File: src/hdl/ptw_pkg.sv
// shared constants and types for the phase period tracker with loss watchdog
package ptw_pkg;

  // field widths
  localparam int TS_W     = 32;              // timer and millisecond timestamps
  localparam int PH_SEL_W = 2;               // phase_select / result_phase
  localparam int PER_W    = 40;              // filtered period, Q32.8
  localparam int ALPHA_W  = 17;              // ema weight, Q1.16
  localparam int ANGLE_W  = 13;              // angles in 1/16 degree
  localparam int TMO_W    = 16;              // loss timeout in ms
  localparam int LOSS_W   = 3;               // loss flags on the result
  localparam int CFG_W    = 17;              // widest configuration register
  localparam int CFG_A_W  = 2;               // configuration register index

  // ema accumulator: 41-bit partial sum above the 17 multiplier bits
  localparam int EMA_W    = PER_W + ALPHA_W + 1;
  localparam int EMA_SUM_W = EMA_W - ALPHA_W + 1;
  // angle products and the divide by 5760 * 256 = 45 * 2^15
  localparam int PROD_W   = PER_W + ANGLE_W;
  localparam int DIV_SH   = 15;
  localparam int DIVD_W   = PROD_W - DIV_SH;
  localparam int DIV_K    = 45;
  localparam int REM_W    = 6;

  // step counter covers the longest serial pass
  localparam int CNT_W    = 6;

  // stream payload widths, padded to whole bytes
  localparam int IN_DATA_W  = 72;
  localparam int OUT_DATA_W = 112;

  // parameter defaults
  localparam int NUM_PHASES_DEF = 3;

  // unity weight and reset values of the registers
  localparam logic [ALPHA_W-1:0] ALPHA_ONE       = ALPHA_W'(65536);
  localparam logic [ALPHA_W-1:0] ALPHA_RST       = ALPHA_W'(6554);
  localparam logic [ANGLE_W-1:0] PHASING_RST     = ANGLE_W'(0);
  localparam logic [ANGLE_W-1:0] PULSE_RST       = ANGLE_W'(160);
  localparam logic [TMO_W-1:0]   TIMEOUT_RST     = TMO_W'(40);

  // configuration register indexes
  localparam logic [CFG_A_W-1:0] REG_EMA_ALPHA     = 2'd0;
  localparam logic [CFG_A_W-1:0] REG_PHASING_ANGLE = 2'd1;
  localparam logic [CFG_A_W-1:0] REG_PULSE_ANGLE   = 2'd2;
  localparam logic [CFG_A_W-1:0] REG_LOSS_TIMEOUT  = 2'd3;

  // command codes
  localparam logic CMD_CAPTURE = 1'b0;
  localparam logic CMD_TICK    = 1'b1;

  // sequencer states
  typedef enum logic [5:0] {
    S_IDLE = 6'b000001,
    S_EMA  = 6'b000010,
    S_ANG  = 6'b000100,
    S_DIV  = 6'b001000,
    S_TICK = 6'b010000,
    S_FIN  = 6'b100000
  } state_t;

endpackage

File: src/hdl/phase_period_tracker_watchdog.sv
// three-phase period tracker: serial ema filter, angle scaling and loss watchdog
//
//  channel | dir | handshake        | payload
//  --------+-----+------------------+-----------------------------------------------
//  in      | in  | tvalid / tready  | tuser: command; tdata: phase, capture, now_ms
//  out     | out | tvalid / tready  | tdata: phase, period, zero time, pulse, loss
//  cfg     | in  | we               | addr selects register, wdata is the value
//
// a capture: accept, 17 ema steps (one alpha bit each), 13 angle multiply steps
// (one angle bit each), 38 divide steps (one quotient bit each), finish. a tick:
// accept, watchdog check, finish; a capture out of phase range: accept, finish.
// synchronous active-low reset clears all but the payload registers, no clearing
// pass. the result register frees the input side: a new item is taken while the
// last result waits; only a finished item blocks on a stalled output.
module phase_period_tracker_watchdog #(
  parameter int NUM_PHASES = ptw_pkg::NUM_PHASES_DEF
) (
  input  logic                           clk,
  input  logic                           rst_n,
  // input stream
  input  logic                           in_tvalid,
  output logic                           in_tready,
  input  logic [ptw_pkg::IN_DATA_W-1:0]  in_tdata,   // phase_select, capture_time, now_ms
  input  logic                           in_tuser,   // command
  // result stream
  output logic                           out_tvalid,
  input  logic                           out_tready,
  output logic [ptw_pkg::OUT_DATA_W-1:0] out_tdata,  // result_phase, period_avg,
                                                     // zero_time, pulse_ticks, loss_flags
  // configuration writes
  input  logic                           cfg_we,
  input  logic [ptw_pkg::CFG_A_W-1:0]    cfg_addr,
  input  logic [ptw_pkg::CFG_W-1:0]      cfg_wdata
);

  import ptw_pkg::*;

  localparam int PH_W = (NUM_PHASES > 1) ? $clog2(NUM_PHASES) : 1;
  localparam int LX_W = (NUM_PHASES > LOSS_W) ? NUM_PHASES : LOSS_W;

  // configuration registers
  logic [ALPHA_W-1:0] alpha_r;
  logic [ANGLE_W-1:0] phasing_r;
  logic [ANGLE_W-1:0] pulse_r;
  logic [TMO_W-1:0]   timeout_r;

  // per-phase state
  logic [TS_W-1:0]        prev_cap_r [NUM_PHASES];
  logic [TS_W-1:0]        prev_cap_nxt [NUM_PHASES];
  logic [PER_W-1:0]       filt_r [NUM_PHASES];
  logic [PER_W-1:0]       filt_nxt [NUM_PHASES];
  logic [TS_W-1:0]        seen_r [NUM_PHASES];
  logic [TS_W-1:0]        seen_nxt [NUM_PHASES];
  logic [NUM_PHASES-1:0]  lost_r, lost_nxt;

  // sequencer
  state_t            state_r, state_nxt;
  logic [CNT_W-1:0]  cnt_r, cnt_nxt;
  logic              cap_ok_r, cap_ok_nxt;

  // latched item
  logic [PH_SEL_W-1:0] ph_r, ph_nxt;
  logic [TS_W-1:0]     cap_r, cap_nxt;
  logic [TS_W-1:0]     now_r, now_nxt;

  // serial datapath
  logic [PER_W-1:0]   x_r, x_nxt;       // raw period, Q32.8
  logic [PER_W-1:0]   f_r, f_nxt;       // old filtered period
  logic [ALPHA_W-1:0] bm_r, bm_nxt;     // 1 - alpha, shifted out lsb first
  logic [EMA_W-1:0]   ema_r, ema_nxt;
  logic [PER_W-1:0]   nf_r, nf_nxt;
  logic [PROD_W-1:0]  pz_r, pz_nxt, pp_r, pp_nxt;
  logic [DIVD_W-1:0]  qz_r, qz_nxt, qp_r, qp_nxt;
  logic [REM_W-1:0]   rz_r, rz_nxt, rp_r, rp_nxt;

  // result register
  logic                  out_valid_r, out_valid_nxt;
  logic [OUT_DATA_W-1:0] out_data_r, out_data_nxt;

  // input field views
  logic [PH_SEL_W-1:0] in_ph;
  logic [TS_W-1:0]     in_cap;
  logic [TS_W-1:0]     in_now;
  logic [PH_W-1:0]     in_idx;
  logic [PH_W-1:0]     idx;
  logic                in_xfer;

  // step results
  logic [ALPHA_W-1:0]   alpha_sat;
  logic [EMA_SUM_W-1:0] ema_sum;
  logic [EMA_W-1:0]     ema_step;
  logic [PER_W:0]       pz_sum, pp_sum;
  logic [PROD_W-1:0]    pz_step, pp_step;
  logic [REM_W:0]       rz_t, rp_t;
  logic                 rz_ge, rp_ge;
  logic [LX_W-1:0]      lost_ext;
  logic [TS_W-1:0]      zero_time;
  logic [TS_W-1:0]      pulse_ticks;

  assign in_ph   = in_tdata[PH_SEL_W-1:0];
  assign in_cap  = in_tdata[PH_SEL_W +: TS_W];
  assign in_now  = in_tdata[PH_SEL_W+TS_W +: TS_W];
  assign in_idx  = PH_W'(in_ph);
  assign idx     = PH_W'(ph_r);

  assign in_tready = (state_r == S_IDLE);
  assign in_xfer   = in_tvalid && in_tready;

  assign out_tvalid = out_valid_r;
  assign out_tdata  = out_data_r;

  // weight clamped to one; its complement is taken when a capture is accepted
  assign alpha_sat = (alpha_r > ALPHA_ONE) ? ALPHA_ONE : alpha_r;

  // ema step: add raw and old period under one bit of alpha and 1 - alpha
  assign ema_sum  = EMA_SUM_W'(ema_r[EMA_W-1:ALPHA_W])
                  + (ema_r[0] ? EMA_SUM_W'(x_r) : EMA_SUM_W'(0))
                  + (bm_r[0]  ? EMA_SUM_W'(f_r) : EMA_SUM_W'(0));
  assign ema_step = {ema_sum, ema_r[ALPHA_W-1:1]};

  // angle multiply steps
  assign pz_sum  = (PER_W+1)'(pz_r[PROD_W-1:ANGLE_W])
                 + (pz_r[0] ? (PER_W+1)'(nf_r) : (PER_W+1)'(0));
  assign pp_sum  = (PER_W+1)'(pp_r[PROD_W-1:ANGLE_W])
                 + (pp_r[0] ? (PER_W+1)'(nf_r) : (PER_W+1)'(0));
  assign pz_step = {pz_sum, pz_r[ANGLE_W-1:1]};
  assign pp_step = {pp_sum, pp_r[ANGLE_W-1:1]};

  // restoring divide by 45, one quotient bit per step
  assign rz_t  = {rz_r, qz_r[DIVD_W-1]};
  assign rp_t  = {rp_r, qp_r[DIVD_W-1]};
  assign rz_ge = (rz_t >= (REM_W+1)'(DIV_K));
  assign rp_ge = (rp_t >= (REM_W+1)'(DIV_K));

  // result fields
  assign lost_ext    = LX_W'(lost_r);
  assign zero_time   = cap_r + qz_r[TS_W-1:0];
  assign pulse_ticks = (|qp_r[DIVD_W-1:TS_W]) ? '1 : qp_r[TS_W-1:0];

  // sequencer and datapath next state
  always_comb begin
    state_nxt     = state_r;
    cnt_nxt       = cnt_r;
    cap_ok_nxt    = cap_ok_r;
    ph_nxt        = ph_r;
    cap_nxt       = cap_r;
    now_nxt       = now_r;
    x_nxt         = x_r;
    f_nxt         = f_r;
    bm_nxt        = bm_r;
    ema_nxt       = ema_r;
    nf_nxt        = nf_r;
    pz_nxt        = pz_r;
    pp_nxt        = pp_r;
    qz_nxt        = qz_r;
    qp_nxt        = qp_r;
    rz_nxt        = rz_r;
    rp_nxt        = rp_r;
    prev_cap_nxt  = prev_cap_r;
    filt_nxt      = filt_r;
    seen_nxt      = seen_r;
    lost_nxt      = lost_r;
    out_data_nxt  = out_data_r;
    out_valid_nxt = out_valid_r && !out_tready;

    case (state_r)
      S_IDLE: begin
        if (in_xfer) begin
          ph_nxt  = in_ph;
          cap_nxt = in_cap;
          now_nxt = in_now;
          cnt_nxt = '0;
          if (in_tuser == CMD_TICK) begin
            cap_ok_nxt = 1'b0;
            state_nxt  = S_TICK;
          end else if (32'(in_ph) < NUM_PHASES) begin
            cap_ok_nxt = 1'b1;
            x_nxt      = {in_cap - prev_cap_r[in_idx], 8'b0};
            f_nxt      = filt_r[in_idx];
            ema_nxt    = EMA_W'(alpha_sat);
            bm_nxt     = ALPHA_ONE - alpha_sat;
            state_nxt  = S_EMA;
          end else begin
            cap_ok_nxt = 1'b0;
            state_nxt  = S_FIN;
          end
        end
      end
      S_EMA: begin
        ema_nxt = ema_step;
        bm_nxt  = bm_r >> 1;
        cnt_nxt = cnt_r + 1'b1;
        if (cnt_r == CNT_W'(ALPHA_W-1)) begin
          nf_nxt        = ema_step[PER_W+ALPHA_W-2:ALPHA_W-1];
          filt_nxt[idx] = ema_step[PER_W+ALPHA_W-2:ALPHA_W-1];
          pz_nxt        = PROD_W'(phasing_r);
          pp_nxt        = PROD_W'(pulse_r);
          cnt_nxt       = '0;
          state_nxt     = S_ANG;
        end
      end
      S_ANG: begin
        pz_nxt  = pz_step;
        pp_nxt  = pp_step;
        cnt_nxt = cnt_r + 1'b1;
        if (cnt_r == CNT_W'(ANGLE_W-1)) begin
          qz_nxt    = pz_step[PROD_W-1:DIV_SH];
          qp_nxt    = pp_step[PROD_W-1:DIV_SH];
          rz_nxt    = '0;
          rp_nxt    = '0;
          cnt_nxt   = '0;
          state_nxt = S_DIV;
        end
      end
      S_DIV: begin
        rz_nxt  = rz_ge ? REM_W'(rz_t - (REM_W+1)'(DIV_K)) : REM_W'(rz_t);
        rp_nxt  = rp_ge ? REM_W'(rp_t - (REM_W+1)'(DIV_K)) : REM_W'(rp_t);
        qz_nxt  = {qz_r[DIVD_W-2:0], rz_ge};
        qp_nxt  = {qp_r[DIVD_W-2:0], rp_ge};
        cnt_nxt = cnt_r + 1'b1;
        if (cnt_r == CNT_W'(DIVD_W-1)) begin
          // capture done: commit the phase state
          prev_cap_nxt[idx] = cap_r;
          seen_nxt[idx]     = now_r;
          lost_nxt[idx]     = 1'b0;
          state_nxt         = S_FIN;
        end
      end
      S_TICK: begin
        // every phase silent past the timeout is lost
        for (int i = 0; i < NUM_PHASES; i++) begin
          if ((now_r - seen_r[i]) > TS_W'(timeout_r)) begin
            lost_nxt[i] = 1'b1;
          end
        end
        state_nxt = S_FIN;
      end
      S_FIN: begin
        if (!out_valid_r || out_tready) begin
          out_valid_nxt = 1'b1;
          if (cap_ok_r) begin
            out_data_nxt = {3'b0, lost_ext[LOSS_W-1:0], pulse_ticks, zero_time,
                            nf_r, ph_r};
          end else begin
            out_data_nxt = {3'b0, lost_ext[LOSS_W-1:0],
                            (OUT_DATA_W-3-LOSS_W)'(0)};
          end
          state_nxt = S_IDLE;
        end
      end
      default: begin
        state_nxt = S_IDLE;
      end
    endcase
  end

  // control, configuration and per-phase state
  always_ff @(posedge clk) begin
    if (!rst_n) begin
      state_r     <= S_IDLE;
      cnt_r       <= '0;
      cap_ok_r    <= 1'b0;
      out_valid_r <= 1'b0;
      alpha_r     <= ALPHA_RST;
      phasing_r   <= PHASING_RST;
      pulse_r     <= PULSE_RST;
      timeout_r   <= TIMEOUT_RST;
      lost_r      <= '0;
      for (int i = 0; i < NUM_PHASES; i++) begin
        prev_cap_r[i] <= '0;
        filt_r[i]     <= '0;
        seen_r[i]     <= '0;
      end
    end else begin
      state_r     <= state_nxt;
      cnt_r       <= cnt_nxt;
      cap_ok_r    <= cap_ok_nxt;
      out_valid_r <= out_valid_nxt;
      lost_r      <= lost_nxt;
      prev_cap_r  <= prev_cap_nxt;
      filt_r      <= filt_nxt;
      seen_r      <= seen_nxt;
      if (cfg_we) begin
        case (cfg_addr)
          REG_EMA_ALPHA:     alpha_r   <= cfg_wdata[ALPHA_W-1:0];
          REG_PHASING_ANGLE: phasing_r <= cfg_wdata[ANGLE_W-1:0];
          REG_PULSE_ANGLE:   pulse_r   <= cfg_wdata[ANGLE_W-1:0];
          REG_LOSS_TIMEOUT:  timeout_r <= cfg_wdata[TMO_W-1:0];
          default: begin
          end
        endcase
      end
    end
  end

  // payload registers
  always_ff @(posedge clk) begin
    ph_r       <= ph_nxt;
    cap_r      <= cap_nxt;
    now_r      <= now_nxt;
    x_r        <= x_nxt;
    f_r        <= f_nxt;
    bm_r       <= bm_nxt;
    ema_r      <= ema_nxt;
    nf_r       <= nf_nxt;
    pz_r       <= pz_nxt;
    pp_r       <= pp_nxt;
    qz_r       <= qz_nxt;
    qp_r       <= qp_nxt;
    rz_r       <= rz_nxt;
    rp_r       <= rp_nxt;
    out_data_r <= out_data_nxt;
  end

endmodule

File: config.mk
export PLATFORM = sky130hd
export DESIGN_NAME = phase_period_tracker_watchdog
export DESIGN_NICKNAME = d
export VERILOG_FILES = /design/src/hdl/ptw_pkg.sv /design/src/hdl/phase_period_tracker_watchdog.sv
export SDC_FILE = /design/constraint.sdc
export NUM_CORES = 2
export LEC_CHECK = 0
export ABC_CLOCK_PERIOD_IN_PS = 10700
export BUFFER_PORTS_ARGS = -buffer_cell sky130_fd_sc_hd__buf_2
export CAP_MARGIN = 20
export CORE_MARGIN = 2
export CORE_UTILIZATION = 40
export CTS_CLUSTER_DIAMETER = 100
export DETAILED_ROUTE_END_ITERATION = 8
export SLEW_MARGIN = 20
export SYNTH_ARGS = -nofsm -noshare
export SYNTH_HDL_FRONTEND = slang
export SYNTH_SLANG_ARGS = --single-unit
File: constraint.sdc
create_clock -name clk -period 10.7 [get_ports clk]
set_clock_uncertainty 0.05 [all_clocks]
set_input_delay 2.675 -clock clk [delete_from_list [all_inputs] [get_ports clk]]
set_output_delay 2.675 -clock clk [all_outputs]
set_load 0.05 [all_outputs]
==> metrics <==
status=completed; vias in the first global route=38,617; clock power share=0.386; CP Launch Type=primary input; slowest stage cell, crit path=buf_4; maximum vdd drop=0.124 mV; CTS Hold Bufs=0; adder-cell share of the synthesized area=0.0949; top post-synthesis cells by count=nand2_1, edfxtp_1, dfxtp_1, ha_1, nor2_1; DIE AREA=0.136 mm^2; Crit Path Class=in2reg; Initial Util=0.404; Syn Std Cell Area=0.0532 mm^2; clk buf depth=3; Vias/cell=5.36; clk_lat worst skew=0.73 ns; Final TNS setup=0 ns; GRT Overall Usage=0.215; initial DRC count=2,568; DRC=0; global-route wire length before repair=228 mm; EDFF count, synth=556; via count=40,655; Least-Margin Pin Slew=1.09 ns; Yosys top cell area share=0.314; Hold WC Path Type=reg2reg; syn_area_per_cell=9.45 um^2; post-synthesis mux area share=0.0172; Net Switching=0.00273 W; largest family of logic cells by synthesized area=simple AND/OR/NAND/NOR gates; cell taking the most area after synthesis=edfxtp_1; CTS tree=yes; Post-Synth XOR/XNOR Area=0.0351; FMAX=147 MHz; Cell Chain, Critical Path=buf_4 -> nor2b_4 -> buf_4 -> a21oi_1 -> ha_1 -> or2_2 -> o311a_1 -> o31ai_1 -> a211oi_1 -> nor4b_1 -> nor3_1 -> nand4_1 -> nand4b_1 -> a21oi_1 -> xnor2_1; DRT antenna net count=0; Fill cells=12,657; flops & latches, synth=944; Reg clk slew, reported paths=0.06 ns; Placed Area=0.0558 mm^2; Die X=369 um; storage element area=0.0245 mm^2; Post-CTS Setup Inserts=0; Synth Area in Compound Gates=0.178; final net count=6,202; simple logic cell fraction of the synthesized area=0.181; Data arrival, critical path=7.22 ns; leakage=22.2 nW; H-tree levels=3; clock sinks=944; Slew HR=0.272; largest fanout on the critical path=68; largest net degree at the start of global routing=134; GPL Wtd Cong=0.908; num ports=211; hpwl dp=104 mm; top post-synthesis cells by area=edfxtp_1, dfxtp_1, ha_1, nand2_1, a21boi_0; # Max-Cap Violations=0; Sequential Power Share=0.439; RSZ-0062 raised after global routing=false; Finished Cell Area=0.0593 mm^2; CP peak stage delay=0.80 ns; Final Critical Period=6.80 ns; YS warnings=0; initial antenna violation count=20; Worst R2R Path Depth=22; Netlist cell types=98; Worst Path Required=11.12 ns; CP endpoint kind=flop; number of CTS-inserted buffers=106; post-CTS resize count=0; Net Sw Frac=0.292; final global-route overflow total=0; final setup fails=0; WHS=0.378 ns; drt first pass iters=5; Layout area overhead=11.5%; Die Y=369 um; register area share after synthesis=0.460; pwr dens=158 mW/mm^2; Top FF cell, synth=edfxtp_1; floorplan row count=133; hold path depth=0; P_int=0.00662 W; Hold Fails Final Rpt=0; top-count cell post-synth=nand2_1; layout cells sized above 1=0.0829; Setup WS post-layout=3.90 ns; CTS root buffer=clkbuf_16; period utilisation layout=0.635; Final Max Slew Viols=0; IO buf count=201; cell count after synthesis=5,627; DP Worst Slack=3.27 ns; area occupied by multi-input gates=0.0270 mm^2; DR WL/cell=19.7 um; core region area=0.132 mm^2; Async SR Flop Fraction=0; Routed Wire Length=149 mm; Comb power frac=0.175
cell usage in the layout, fill, tap and decap left out, types with 38 or more instances in the layout:
master,n
mux2i_1,88
o21ai_0,289
xor2_1,95
nand2_1,1092
nand3_1,84
buf_4,41
nor2b_1,49
o21a_1,91
a31oi_1,38
and2_1,275
nor3_1,58
a21oi_1,297
buf_2,199
ha_1,339
a21o_1,146
inv_1,211
edfxtp_1,556
nor2_1,317
a21boi_0,316
nand2b_1,45
clkbuf_16,107
dfxtp_1,387
fa_1,40
xnor2_1,118
per-layer routing:
metal,GRT usage,share of wire,up-vias
li1,-,-,20051
met1,0.280,0.44,19499
met2,0.368,0.48,871
met3,0.0350,0.050,218
met4,0.0604,0.025,16
met5,0,0.00059,-
final cells by class:
cell class | instances | area share
diodes | 10 | 0.000422
clock buffers | 137 | 0.0491
clock inverters | 61 | 0.00876
inverters | 214 | 0.0136
multi-input cells | 4218 | 0.456
flip-flops and latches | 944 | 0.413
well taps | 1755 | 0.0370
repair buffers | 242 | 0.0225
power groups by stage:
stage          clock network (W)  registers (W)  logic [W]
3_5_place_dp                   0        0.00418    0.00162
3_3_place_gp                   0        0.00418    0.00160
4_1_cts                  0.00368        0.00410    0.00163
2_1_floorplan                  0        0.00413    0.00117
6_report                 0.00361        0.00410    0.00164
5_1_grt                  0.00382        0.00411    0.00182
kinds of logic after synthesis:
| family | after synthesis |
|---|---|
| muxes | 91 |
| other | 1 |
| and+or+nand+nor | 2112 |
| buffers and inverters | 467 |
| AOI/OAI and AO/OA | 1420 |
| adders and majority gates | 379 |
| DFF | 944 |
| xor gates and xnor gates | 213 |
worst paths after layout:
kind	from	slack (ns)	endpoint
setup / recovery	in_tdata[1]	3.90	x_r[39]
hold / removal	lost_ext[2]	0.38	out_tdata[108]
setup reg to reg	now_r[0]	5.34	lost_ext[1]
hold reg to reg	lost_ext[2]	0.38	out_tdata[108]
registers in the layout (all words and copies together) (netlist names), 53 cells and up:
signal and cells:
filt_r 120, out_tdata 109, pz_r 53, seen_r 96, ema_r 58, prev_cap_r 96, pp_r 53
stage by stage:
stage,instances,util,total power (W)
after global routing,7573,0.450,0.00975
after CTS,7570,0.450,0.00941
after floorplan,5629,-,0.00530
after detailed placement,7372,0.424,0.00580
after global placement,7372,0.424,0.00578
final,7581,0.450,0.00935
worst max-delay path, delay by kind of cell:
kind,cells,cell delay [ns]
buffers and inverters,2,1.09
adders and majority gates,1,0.27
AOI/OAI and AO/OA,5,1.73
xor gates and xnor gates,1,0.08
and+or+nand+nor,6,1.32
(Power assumes the default switching activity.)
